--- config.mk ---
export PLATFORM = sky130hd
export DESIGN_NAME = touch_packet_stream_deframer_core
export DESIGN_NICKNAME = d
export VERILOG_FILES = /design/src/hw/rtl/tpd_pkg.sv /design/src/hw/rtl/tpd_front.sv /design/src/hw/rtl/tpd_back.sv /design/src/hw/rtl/touch_packet_stream_deframer_core.sv
export SDC_FILE = /design/constraint.sdc
export NUM_CORES = 2
export LEC_CHECK = 0
export ABC_AREA = 0
export CAP_MARGIN = 25
export CORE_MARGIN = 2
export CORE_UTILIZATION = 35
export CTS_CLUSTER_DIAMETER = 150
export CTS_CLUSTER_SIZE = 8
export DETAILED_ROUTE_END_ITERATION = 16
export DONT_BUFFER_PORTS = 1
export PLACE_DENSITY = 0.52
export SLEW_MARGIN = 40
export SYNTH_ARGS = -nofsm -noshare
export SYNTH_HDL_FRONTEND = slang
export SYNTH_SLANG_ARGS = --single-unit
--- constraint.sdc ---
create_clock -name clock -period 10.55 [get_ports clock]
set_clock_uncertainty 0.05 [all_clocks]
set_input_delay 1.055 -clock clock [delete_from_list [all_inputs] [get_ports clock]]
set_output_delay 1.055 -clock clock [all_outputs]
set_load 0.05 [all_outputs]
--- src/hw/rtl/tpd_pkg.sv ---
// Shared types and constants of the touch packet stream deframer.
// Used by tpd_front, tpd_back and touch_packet_stream_deframer_core.
package tpd_pkg;

   // frame layout
   localparam int HEAD_LEN       = 4;
   localparam int HELLO_LEN      = 11;
   localparam int PINGPONG_LEN   = 8;
   localparam int HAPTIC_LEN     = 1;
   localparam int TOUCH_HEAD_LEN = 5;
   localparam int CONTACT_LEN    = 6;
   localparam int PAY_BYTES      = 11;
   localparam int RESULT_CAP     = 14;
   localparam int TDATA_W        = 160;

   // packet kinds
   localparam logic [2:0] KIND_HELLO   = 3'd0;
   localparam logic [2:0] KIND_TOUCH   = 3'd1;
   localparam logic [2:0] KIND_CONTACT = 3'd2;
   localparam logic [2:0] KIND_PING    = 3'd3;
   localparam logic [2:0] KIND_PONG    = 3'd4;
   localparam logic [2:0] KIND_HAPTIC  = 3'd5;
   localparam logic [2:0] KIND_NONE    = 3'd7;

   // register indexes
   localparam logic [2:0] REG_MAGIC  = 3'd0;
   localparam logic [2:0] REG_HELLO  = 3'd1;
   localparam logic [2:0] REG_TOUCH  = 3'd2;
   localparam logic [2:0] REG_PING   = 3'd3;
   localparam logic [2:0] REG_PONG   = 3'd4;
   localparam logic [2:0] REG_HAPTIC = 3'd5;
   localparam logic [2:0] REG_TIP    = 3'd6;
   localparam logic [2:0] REG_CONF   = 3'd7;

   typedef struct packed {
      logic [7:0] magic_byte;
      logic [7:0] code_hello;
      logic [7:0] code_touch;
      logic [7:0] code_ping;
      logic [7:0] code_pong;
      logic [7:0] code_haptic;
      logic [7:0] tip_mask;
      logic [7:0] confidence_mask;
   } cfg_type;

   // one queued byte, tagged by the front end
   typedef struct packed {
      logic [7:0] data;
      logic       magic;
   } q_entry_type;

   typedef struct packed {
      logic [2:0]  packet_kind;
      logic        run_last;
      logic [31:0] first_word;
      logic [31:0] second_word;
      logic [7:0]  small_value;
      logic        tip_flag;
      logic        confidence_flag;
      logic [15:0] pos_x;
      logic [15:0] pos_y;
      logic [7:0]  rotation_code;
      logic [7:0]  contact_limit;
      logic [31:0] skip_total;
   } res_type;

endpackage

--- src/hw/rtl/tpd_front.sv ---
// Front end: two-entry byte queue that tags each byte as magic or not.
// Depends on tpd_pkg.
module tpd_front (
   input  logic                 clock,
   input  logic                 reset,
   input  tpd_pkg::cfg_type     cfg,
   input  logic                 req_tvalid,
   output logic                 req_tready,
   input  logic [7:0]           req_tdata,    // [7:0] rx_byte
   output logic                 q_vld,
   input  logic                 q_rdy,
   output tpd_pkg::q_entry_type q_data
);

   tpd_pkg::q_entry_type entry_ff [2];
   tpd_pkg::q_entry_type entry_in;
   logic       wptr_ff, wptr_in;
   logic       rptr_ff, rptr_in;
   logic [1:0] count_ff, count_in;
   logic       push, pop;

   assign req_tready = (count_ff != 2'd2);
   assign q_vld      = (count_ff != 2'd0);
   assign q_data     = entry_ff[rptr_ff];
   assign push       = req_tvalid && req_tready;
   assign pop        = q_vld && q_rdy;

   // classify and advance pointers
   always_comb begin
      entry_in.data  = req_tdata;
      entry_in.magic = (req_tdata == cfg.magic_byte);
      wptr_in  = push ? ~wptr_ff : wptr_ff;
      rptr_in  = pop ? ~rptr_ff : rptr_ff;
      count_in = count_ff + {1'b0, push} - {1'b0, pop};
   end

   always_ff @(posedge clock) begin
      if (reset) begin
         wptr_ff  <= 1'b0;
         rptr_ff  <= 1'b0;
         count_ff <= 2'd0;
      end else begin
         wptr_ff  <= wptr_in;
         rptr_ff  <= rptr_in;
         count_ff <= count_in;
      end
   end

   always_ff @(posedge clock) begin
      if (push) begin
         entry_ff[wptr_ff] <= entry_in;
      end
   end

endmodule

--- src/hw/rtl/tpd_back.sv ---
// Back end: circular byte store, byte-serial frame parser, contact read-back
// and the result holding stages. Depends on tpd_pkg.
module tpd_back #(
   parameter int STORE_DEPTH  = 128,
   parameter int MAX_CONTACTS = 10
) (
   input  logic                 clock,
   input  logic                 reset,
   input  tpd_pkg::cfg_type     cfg,
   input  logic                 q_vld,
   output logic                 q_rdy,
   input  tpd_pkg::q_entry_type q_data,
   output logic                 out_vld,
   input  logic                 out_rdy,
   output tpd_pkg::res_type     out_res
);

   localparam int AW = $clog2(STORE_DEPTH);
   localparam int FW = $clog2(STORE_DEPTH + 1);
   localparam int CW = $clog2(MAX_CONTACTS + 1);
   localparam int PAY_SLOTS = tpd_pkg::PAY_BYTES;

   localparam logic [2:0] ST_IDLE   = 3'd0;
   localparam logic [2:0] ST_ISSUE  = 3'd1;
   localparam logic [2:0] ST_DATA   = 3'd2;
   localparam logic [2:0] ST_CISSUE = 3'd3;
   localparam logic [2:0] ST_CDATA  = 3'd4;
   localparam logic [2:0] ST_FLUSH  = 3'd5;

   function automatic logic [AW-1:0] wrap_add(input logic [AW-1:0] base,
                                              input logic [FW-1:0] off);
      logic [FW:0] s;
      s = (FW+1)'(base) + (FW+1)'(off);
      if (s >= (FW+1)'(STORE_DEPTH)) s = s - (FW+1)'(STORE_DEPTH);
      return s[AW-1:0];
   endfunction

   logic [7:0] mem [STORE_DEPTH];
   logic [7:0] rd_data_ff;

   logic [2:0]    state_ff, state_in;
   logic [AW-1:0] head_ff, head_in;
   logic [FW-1:0] fill_ff, fill_in;
   logic [FW-1:0] pos_ff, pos_in;
   logic [31:0]   skip_ff, skip_in;
   logic [2:0]    kind_ff, kind_in;
   logic [7:0]    len_lo_ff, len_lo_in;
   logic [15:0]   len_ff, len_in;
   logic [CW-1:0] ncont_ff, ncont_in;
   logic [7:0]    pay_ff [PAY_SLOTS];
   logic [7:0]    pay_in [PAY_SLOTS];
   logic [AW-1:0] wptr_ff, wptr_in;
   logic [2:0]    cidx_ff, cidx_in;
   logic [CW-1:0] cleft_ff, cleft_in;
   logic [7:0]    cbuf_ff [5];
   logic [7:0]    cbuf_in [5];
   logic [3:0]    rcnt_ff, rcnt_in;
   tpd_pkg::res_type pend_ff, pend_in, out_ff, out_in;
   logic          pend_vld_ff, pend_vld_in, out_vld_ff, out_vld_in;

   logic          wr_en, rd_en;
   logic [AW-1:0] wr_addr, rd_addr;
   logic          feed_en, feed_m;
   logic [7:0]    feed_b;
   logic          push_en, flush_en, rcnt_clr;
   tpd_pkg::res_type push_res, done_res, cont_res;
   logic          out_free, can_push;
   logic [FW-1:0] jj;
   logic [7:0]    pv [PAY_SLOTS];
   logic [15:0]   len_full;
   logic          len_ok, tmatch, fits;
   logic [CW-1:0] tn;
   logic [2:0]    kind_code;
   logic [FW-1:0] flen;
   logic          at_end;

   assign out_free = !out_vld_ff || out_rdy;
   assign can_push = !pend_vld_ff || out_free;
   assign out_vld  = out_vld_ff;
   assign out_res  = out_ff;
   assign jj       = pos_ff - FW'(4);
   assign flen     = FW'(len_ff + 16'd4);
   assign at_end   = (17'(pos_ff) + 17'd1) == (17'(len_ff) + 17'd4);
   assign len_full = {feed_b, len_lo_ff};

   // payload view including the byte being fed
   always_comb begin
      for (int i = 0; i < PAY_SLOTS; i++) pv[i] = pay_ff[i];
      if (pos_ff >= FW'(4) && jj < FW'(PAY_SLOTS)) pv[jj[3:0]] = feed_b;
   end

   // type code lookup, first match wins
   always_comb begin
      if (feed_b == cfg.code_hello)       kind_code = tpd_pkg::KIND_HELLO;
      else if (feed_b == cfg.code_touch)  kind_code = tpd_pkg::KIND_TOUCH;
      else if (feed_b == cfg.code_ping)   kind_code = tpd_pkg::KIND_PING;
      else if (feed_b == cfg.code_pong)   kind_code = tpd_pkg::KIND_PONG;
      else if (feed_b == cfg.code_haptic) kind_code = tpd_pkg::KIND_HAPTIC;
      else                                kind_code = tpd_pkg::KIND_NONE;
   end

   // length check against the type
   always_comb begin
      len_ok = len_full <= 16'(STORE_DEPTH - tpd_pkg::HEAD_LEN);
      tmatch = 1'b0;
      tn     = '0;
      for (int k = 0; k <= MAX_CONTACTS; k++) begin
         if (len_full == 16'(tpd_pkg::TOUCH_HEAD_LEN + tpd_pkg::CONTACT_LEN * k)) begin
            tmatch = 1'b1;
            tn     = CW'(k);
         end
      end
      case (kind_ff)
         tpd_pkg::KIND_HELLO:  fits = len_ok && len_full == 16'(tpd_pkg::HELLO_LEN);
         tpd_pkg::KIND_PING,
         tpd_pkg::KIND_PONG:   fits = len_ok && len_full == 16'(tpd_pkg::PINGPONG_LEN);
         tpd_pkg::KIND_HAPTIC: fits = len_ok && len_full == 16'(tpd_pkg::HAPTIC_LEN);
         tpd_pkg::KIND_TOUCH:  fits = len_ok && tmatch;
         default:              fits = 1'b0;
      endcase
   end

   // result of a completed frame
   always_comb begin
      done_res             = '0;
      done_res.packet_kind = kind_ff;
      done_res.skip_total  = skip_ff;
      case (kind_ff)
         tpd_pkg::KIND_HELLO: begin
            done_res.small_value   = pv[0];
            done_res.pos_x         = {pv[2], pv[1]};
            done_res.pos_y         = {pv[4], pv[3]};
            done_res.second_word   = {pv[8], pv[7], pv[6], pv[5]};
            done_res.rotation_code = pv[9];
            done_res.contact_limit = pv[10];
         end
         tpd_pkg::KIND_PING,
         tpd_pkg::KIND_PONG: begin
            done_res.first_word  = {pv[3], pv[2], pv[1], pv[0]};
            done_res.second_word = {pv[7], pv[6], pv[5], pv[4]};
         end
         tpd_pkg::KIND_HAPTIC: begin
            done_res.small_value = pv[0];
         end
         default: begin
            done_res.first_word  = {pv[3], pv[2], pv[1], pv[0]};
            done_res.small_value = pv[4];
         end
      endcase
   end

   // result of one contact, last byte straight from the store read
   always_comb begin
      cont_res                 = '0;
      cont_res.packet_kind     = tpd_pkg::KIND_CONTACT;
      cont_res.skip_total      = skip_ff;
      cont_res.small_value     = cbuf_ff[0];
      cont_res.tip_flag        = (cbuf_ff[1] & cfg.tip_mask) != 8'd0;
      cont_res.confidence_flag = (cbuf_ff[1] & cfg.confidence_mask) != 8'd0;
      cont_res.pos_x           = {cbuf_ff[3], cbuf_ff[2]};
      cont_res.pos_y           = {rd_data_ff, cbuf_ff[4]};
   end

   // sequencer and parser
   always_comb begin
      state_in  = state_ff;
      head_in   = head_ff;
      fill_in   = fill_ff;
      pos_in    = pos_ff;
      skip_in   = skip_ff;
      kind_in   = kind_ff;
      len_lo_in = len_lo_ff;
      len_in    = len_ff;
      ncont_in  = ncont_ff;
      for (int i = 0; i < PAY_SLOTS; i++) pay_in[i] = pay_ff[i];
      wptr_in   = wptr_ff;
      cidx_in   = cidx_ff;
      cleft_in  = cleft_ff;
      for (int i = 0; i < 5; i++) cbuf_in[i] = cbuf_ff[i];
      q_rdy     = 1'b0;
      wr_en     = 1'b0;
      wr_addr   = wrap_add(head_ff, fill_ff);
      rd_en     = 1'b0;
      rd_addr   = wrap_add(head_ff, pos_ff);
      feed_en   = 1'b0;
      feed_b    = q_data.data;
      feed_m    = q_data.magic;
      push_en   = 1'b0;
      push_res  = done_res;
      flush_en  = 1'b0;
      rcnt_clr  = 1'b0;

      case (state_ff)
         ST_IDLE: begin
            if (q_vld) begin
               q_rdy = 1'b1;
               wr_en = 1'b1;
               if (fill_ff == FW'(STORE_DEPTH)) begin
                  // store full: oldest byte goes, rescan from the head
                  head_in  = wrap_add(head_ff, FW'(1));
                  skip_in  = skip_ff + 32'd1;
                  pos_in   = '0;
                  state_in = ST_ISSUE;
               end else begin
                  fill_in  = fill_ff + FW'(1);
                  feed_en  = 1'b1;
                  state_in = ST_FLUSH;
               end
            end
         end
         ST_ISSUE: begin
            if (pos_ff < fill_ff) begin
               rd_en    = 1'b1;
               state_in = ST_DATA;
            end else begin
               state_in = ST_FLUSH;
            end
         end
         ST_DATA: begin
            feed_b = rd_data_ff;
            feed_m = (rd_data_ff == cfg.magic_byte);
            if (can_push) begin
               feed_en  = 1'b1;
               state_in = ST_ISSUE;
            end
         end
         ST_CISSUE: begin
            rd_en    = 1'b1;
            rd_addr  = wptr_ff;
            wptr_in  = wrap_add(wptr_ff, FW'(1));
            state_in = ST_CDATA;
         end
         ST_CDATA: begin
            if (cidx_ff != 3'd5) begin
               cbuf_in[cidx_ff] = rd_data_ff;
               cidx_in  = cidx_ff + 3'd1;
               state_in = ST_CISSUE;
            end else if (can_push) begin
               push_en  = 1'b1;
               push_res = cont_res;
               cidx_in  = 3'd0;
               cleft_in = cleft_ff - CW'(1);
               state_in = (cleft_ff == CW'(1)) ? ST_ISSUE : ST_CISSUE;
            end
         end
         ST_FLUSH: begin
            if (!pend_vld_ff) begin
               rcnt_clr = 1'b1;
               state_in = ST_IDLE;
            end else if (out_free) begin
               flush_en = 1'b1;
               rcnt_clr = 1'b1;
               state_in = ST_IDLE;
            end
         end
         default: state_in = ST_IDLE;
      endcase

      // one byte into the frame parser
      if (feed_en) begin
         logic drop, done;
         drop = 1'b0;
         done = 1'b0;
         case (pos_ff)
            FW'(0): drop = !feed_m;
            FW'(1): kind_in = kind_code;
            FW'(2): len_lo_in = feed_b;
            FW'(3): begin
               drop     = !fits;
               len_in   = len_full;
               ncont_in = tn;
            end
            default: begin
               for (int i = 0; i < PAY_SLOTS; i++) pay_in[i] = pv[i];
               if (at_end) begin
                  if (kind_ff == tpd_pkg::KIND_TOUCH && pv[4] != 8'(ncont_ff)) drop = 1'b1;
                  else done = 1'b1;
               end
            end
         endcase
         if (drop) begin
            head_in  = wrap_add(head_ff, FW'(1));
            fill_in  = fill_in - FW'(1);
            skip_in  = skip_ff + 32'd1;
            pos_in   = '0;
            state_in = ST_ISSUE;
         end else if (done) begin
            head_in  = wrap_add(head_ff, flen);
            fill_in  = fill_in - flen;
            pos_in   = '0;
            push_en  = 1'b1;
            push_res = done_res;
            if (kind_ff == tpd_pkg::KIND_TOUCH && ncont_ff != '0) begin
               wptr_in  = wrap_add(head_ff,
                                   FW'(tpd_pkg::HEAD_LEN + tpd_pkg::TOUCH_HEAD_LEN));
               cidx_in  = 3'd0;
               cleft_in = ncont_ff;
               state_in = ST_CISSUE;
            end else begin
               state_in = ST_ISSUE;
            end
         end else begin
            pos_in = pos_ff + FW'(1);
         end
      end
   end

   // result holding: one pending result, released as last when the byte is done
   always_comb begin
      pend_in     = pend_ff;
      pend_vld_in = pend_vld_ff;
      out_in      = out_ff;
      out_vld_in  = out_vld_ff && !out_rdy;
      rcnt_in     = rcnt_clr ? 4'd0 : rcnt_ff;
      if (push_en && rcnt_ff < 4'(tpd_pkg::RESULT_CAP)) begin
         if (pend_vld_ff) begin
            out_in          = pend_ff;
            out_in.run_last = 1'b0;
            out_vld_in      = 1'b1;
         end
         pend_in     = push_res;
         pend_vld_in = 1'b1;
         rcnt_in     = rcnt_ff + 4'd1;
      end
      if (flush_en) begin
         out_in          = pend_ff;
         out_in.run_last = 1'b1;
         out_vld_in      = 1'b1;
         pend_vld_in     = 1'b0;
      end
   end

   always_ff @(posedge clock) begin
      if (reset) begin
         state_ff    <= ST_IDLE;
         head_ff     <= '0;
         fill_ff     <= '0;
         pos_ff      <= '0;
         skip_ff     <= '0;
         rcnt_ff     <= '0;
         pend_vld_ff <= 1'b0;
         out_vld_ff  <= 1'b0;
      end else begin
         state_ff    <= state_in;
         head_ff     <= head_in;
         fill_ff     <= fill_in;
         pos_ff      <= pos_in;
         skip_ff     <= skip_in;
         rcnt_ff     <= rcnt_in;
         pend_vld_ff <= pend_vld_in;
         out_vld_ff  <= out_vld_in;
      end
   end

   // payload registers
   always_ff @(posedge clock) begin
      kind_ff   <= kind_in;
      len_lo_ff <= len_lo_in;
      len_ff    <= len_in;
      ncont_ff  <= ncont_in;
      pay_ff    <= pay_in;
      wptr_ff   <= wptr_in;
      cidx_ff   <= cidx_in;
      cleft_ff  <= cleft_in;
      cbuf_ff   <= cbuf_in;
      pend_ff   <= pend_in;
      out_ff    <= out_in;
   end

   // byte store
   always_ff @(posedge clock) begin
      if (wr_en) mem[wr_addr] <= q_data.data;
      if (rd_en) rd_data_ff <= mem[rd_addr];
   end

   // checks
   a_fill_bound: assert property (@(posedge clock) disable iff (reset)
      fill_ff <= FW'(STORE_DEPTH))
      else $error("fill count beyond store depth");
   a_pos_bound: assert property (@(posedge clock) disable iff (reset)
      pos_ff <= fill_ff)
      else $error("parser position beyond fill count");
   a_idle_empty: assert property (@(posedge clock) disable iff (reset)
      state_ff == ST_IDLE |-> !pend_vld_ff)
      else $error("pending result left over at byte boundary");
   a_cap: assert property (@(posedge clock) disable iff (reset)
      rcnt_ff <= 4'(tpd_pkg::RESULT_CAP))
      else $error("result count beyond cap");
   a_flush_last: assert property (@(posedge clock) disable iff (reset)
      flush_en |=> out_vld_ff && out_ff.run_last)
      else $error("flushed result not marked last");

endmodule

--- src/hw/rtl/touch_packet_stream_deframer_core.sv ---
// Touch packet stream deframer, top level: configuration registers, front
// queue and back engine. Depends on tpd_pkg, tpd_front and tpd_back.
//
// One received byte enters per req_ transfer. A byte that extends a waiting
// frame is appended by the back engine in ST_IDLE and then released at the
// end of the byte in ST_FLUSH. When a header is rejected the buffered bytes
// behind it are walked again, each read from the byte store in ST_ISSUE and
// fed to the parser in ST_DATA; a touch frame's contacts are read back from
// the store byte by byte through ST_CISSUE and ST_CDATA. A two-entry queue
// takes bytes while the engine works. Results of one byte leave in order, the
// last one with rsp_tlast set; at most fourteen results are given per byte.
module touch_packet_stream_deframer_core #(
   parameter int STORE_DEPTH  = 128,
   parameter int MAX_CONTACTS = 10
) (
   input  logic         clock,
   input  logic         reset,
   input  logic         req_tvalid,
   output logic         req_tready,
   input  logic [7:0]   req_tdata,   // [7:0] rx_byte
   output logic         rsp_tvalid,
   input  logic         rsp_tready,
   // first_word, second_word, small_value, tip_flag, confidence_flag,
   // pos_x, pos_y, rotation_code, contact_limit, skip_total, zero pad
   output logic [tpd_pkg::TDATA_W-1:0] rsp_tdata,
   output logic [2:0]   rsp_tuser,   // [2:0] packet_kind
   output logic         rsp_tlast,   // run_last
   input  logic         csr_valid,
   output logic         csr_ready,
   input  logic [2:0]   csr_index,
   input  logic [7:0]   csr_data
);

   tpd_pkg::cfg_type     cfg_ff, cfg_in;
   tpd_pkg::q_entry_type q_data;
   tpd_pkg::res_type     res;
   logic                 q_vld, q_rdy;

   assign csr_ready = 1'b1;

   // register writes
   always_comb begin
      cfg_in = cfg_ff;
      if (csr_valid) begin
         case (csr_index)
            tpd_pkg::REG_MAGIC:  cfg_in.magic_byte      = csr_data;
            tpd_pkg::REG_HELLO:  cfg_in.code_hello      = csr_data;
            tpd_pkg::REG_TOUCH:  cfg_in.code_touch      = csr_data;
            tpd_pkg::REG_PING:   cfg_in.code_ping       = csr_data;
            tpd_pkg::REG_PONG:   cfg_in.code_pong       = csr_data;
            tpd_pkg::REG_HAPTIC: cfg_in.code_haptic     = csr_data;
            tpd_pkg::REG_TIP:    cfg_in.tip_mask        = csr_data;
            tpd_pkg::REG_CONF:   cfg_in.confidence_mask = csr_data;
            default:             cfg_in = cfg_ff;
         endcase
      end
   end

   always_ff @(posedge clock) begin
      if (reset) begin
         cfg_ff.magic_byte      <= 8'd165;
         cfg_ff.code_hello      <= 8'd1;
         cfg_ff.code_touch      <= 8'd2;
         cfg_ff.code_ping       <= 8'd3;
         cfg_ff.code_pong       <= 8'd4;
         cfg_ff.code_haptic     <= 8'd5;
         cfg_ff.tip_mask        <= 8'd1;
         cfg_ff.confidence_mask <= 8'd2;
      end else begin
         cfg_ff <= cfg_in;
      end
   end

   tpd_front u_front (
      .clock      (clock),
      .reset      (reset),
      .cfg        (cfg_ff),
      .req_tvalid (req_tvalid),
      .req_tready (req_tready),
      .req_tdata  (req_tdata),
      .q_vld      (q_vld),
      .q_rdy      (q_rdy),
      .q_data     (q_data)
   );

   tpd_back #(
      .STORE_DEPTH  (STORE_DEPTH),
      .MAX_CONTACTS (MAX_CONTACTS)
   ) u_back (
      .clock   (clock),
      .reset   (reset),
      .cfg     (cfg_ff),
      .q_vld   (q_vld),
      .q_rdy   (q_rdy),
      .q_data  (q_data),
      .out_vld (rsp_tvalid),
      .out_rdy (rsp_tready),
      .out_res (res)
   );

   // result packing
   assign rsp_tuser = res.packet_kind;
   assign rsp_tlast = res.run_last;
   assign rsp_tdata = {6'd0, res.skip_total, res.contact_limit, res.rotation_code,
                       res.pos_y, res.pos_x, res.confidence_flag, res.tip_flag,
                       res.small_value, res.second_word, res.first_word};

endmodule
==> run metrics <==
Synth-to-Final Area Change=13.8%; vias in the first global route=38,200; largest net degree at the start of global routing=approximately 220; crit path launch type=flip-flop; Max-Cap Viols=0; Max Slew Vio Count=0; sequential-to-total area share from yosys stat=between 70 and 80%; core area=a little under 200,000 um^2; Syn. warnings=0; Relative slew margins=between 30% and 40%; clock latency on the worst-skew pair=850 ps; Rows=around 160; Worst Hold Class=in2reg; Initial Util=35.1%; First DRT Iteration DRCs=~3,500; # hold bufs at CTS=0; EDFF count, synth=about 1,500; CTS tree=built; final hold vios=0; CTS buffer count=between 200 and 250; synthesized area=69,100 um^2; share of cells above drive strength 1=around 16%; Pre-Repair DR Iteration Count=6; fin crit period=between 5000 and 6000 ps; initial antenna violation count=2; top cell type's share of synthesized area=66.2%; final total power=19,800 uW; unique cell type count in the Yosys netlist=between 90 and 100; Area contributors post-synth=edfxtp_1 66%, mux4_2 8.3%, dfxtp_1 4.3%; routed wire length=approximately 170 mm; DR DRC count=0; setup violators final=0; Cell Pwr Density=about 250 nW/um^2; die footprint=~200,000 um^2; estimated wirelength of the detail-placed design=around 110 mm; post-CTS setup buffer count=0; Final ANT Viol Nets=0; unrepaired setup endpoints after global routing=no; die height=around 450 um; Syn Area/Cell=between 15 and 20 um^2; leak pwr=roughly 0.025 uW; fillers=17,900; first-pass GRT wire length=about 260 mm; crit path DAT=6000 ps; multi-input logic area=between 15,000 and 20,000 um^2; worst-path fanout max=around 220; I/O pin count=191; FF/Latch Area=between 40,000 and 50,000 um^2; dominant cell type by area after synthesis=edfxtp_1; WL per Instance=between 20 and 25 um; # nets final=around 4,700; #FFs+latches synth=roughly 1,700; gpl congestion=~0.86; Synth async-reset ratio=0%; Clock Pin Slew Worst Setup and Hold Paths=approximately 50 ps; cells after synthesis=4,526; maximum vdd ir drop=roughly 0.18 mV; category of the most critical setup path=reg2reg; DR vias/cell=approximately 5.2; via count=approximately 38,000; fin crit share=between 50% and 60%; CTS Buffer Depth=3; required time of the critical path=10,950 ps; outcome=complete, no violations; Port Buffers=0; setup TNS=0 ps; commonest non-fill, non-tap cell in the layout=edfxtp_1; Final Instance Count excl. Fillers=roughly 7,300; most frequent cells in the layout=1,523 x edfxtp_1, 486 x nand2_1, 261 x nor2_1; Placed Cells=between 6,000 and 7,000; crit path capture type=flip-flop; # H-tree levels=4; Hold Slack=259 ps; Slew @ Worst Pin=between 900 and 1000 ps; hold_sp=req_tdata[2]; GRT Resource Usage Total=around 17%; grt total ovfl=0; clk sink count=about 1,700; die width=~450 um; Root Buffer=clkbuf_16; # resized after CTS=0; Main synth FF type=edfxtp_1; Max Fclk=between 150 and 200 MHz
through the flow:
| stage | instance area [um^2] | setup WS [ps] | util (%) |
|---|---|---|---|
| finish | 78600 | 4950 | 39.9 |
| global route | 78600 | 4560 | 39.9 |
| detailed placement | 72200 | 4990 | 36.7 |
| floorplan | 69100 | 2810 | - |
| CTS | 78400 | 4950 | 39.8 |
| global placement | 72000 | 4670 | 36.6 |
where the power goes:
part	switching (uW)	internal, uW
Clock	2690	3850
Combinational	3290	1860
Sequential	179	7920
Total	6160	13600
logic make-up after synthesis:
kind of cell    after synthesis  synth area share, %
fa+ha+maj                    54                 1.02
flops                      1671                 70.5
simple gates               1435                 9.81
mux                         358                 9.96
buf+inv                     360                 2.23
compound gates              520                 4.84
other cells                   2               0.0109
xor+xnor                    126                 1.64
final timing paths:
check | to | slack [ps] | depth (start not counted)
setup / recovery | u_back.out_res[107] | 4950 | 10
hold / removal | u_front.entry_ff[0][3] | 260 | 0
hold reg to reg | u_back.pend_ff[31] | 400 | 0
setup reg to reg | u_back.out_res[107] | 4950 | 10
per-layer routing:
layer | global-route usage (%) | up-vias | part of all wire [%]
li1 | - | 17200 | -
met1 | 23.8 | 19500 | 45
met2 | 28.3 | 1089 | 48
met3 | 3.05 | 246 | 5.2
met4 | 4.54 | 0 | 2.0
met5 | 0 | - | 0
layout make-up:
type | instances | area share [%]
antenna | 2 | 0.00637
sequential | 1671 | 62.0
clock buffer | 286 | 7.51
multi-input combinational | 2500 | 24.5
tap | 2640 | 4.20
timing repair buffer | 66 | 0.820
inverter | 121 | 0.599
clock inverter | 14 | 0.379
Yosys cell counts (all sizes together), types with 10 or more instances:
library cell / n
mux2: 38
xor2: 46
ha: 50
nand2: 491
o21ai: 101
nand2b: 30
and3: 51
a21o: 18
or3: 12
nor3: 33
nand3: 123
o211ai: 11
mux2i: 64
clkbuf: 129
edfxtp: 1523
nor2b: 55
buf: 110
nand4: 32
inv: 119
mux4: 256
o221ai: 10
a211oi: 14
and2: 174
a21oi: 182
dfxtp: 148
a31oi: 22
nor4: 28
xnor2: 78
o22ai: 42
a211o: 36
nor2: 356
o21a: 15
registers in the layout, summed over array words and instances, names as in the netlist, 16 cells and up, named ones only:
register / cells
u_back.mem: 1024
u_back.out_res: 158
u_back.pend_ff: 157
u_back.pay_ff: 88
cfg_ff: 64
u_back.cbuf_ff: 40
u_back.skip_ff: 32
u_front.entry_ff: 18
u_back.len_ff: 16
worst max-delay path, cell delays in order (launching register included):
cell and delay, ps:
dfxtp_1 740, mux2_4 580, mux2i_4 690, inv_2 270, a211oi_2 260, o22ai_1 220
o41ai_4 540, a21o_2 270, a31oi_2 230, inv_16 420, buf_6 620
No activity file was read; power rests on OpenSTA's default activity.
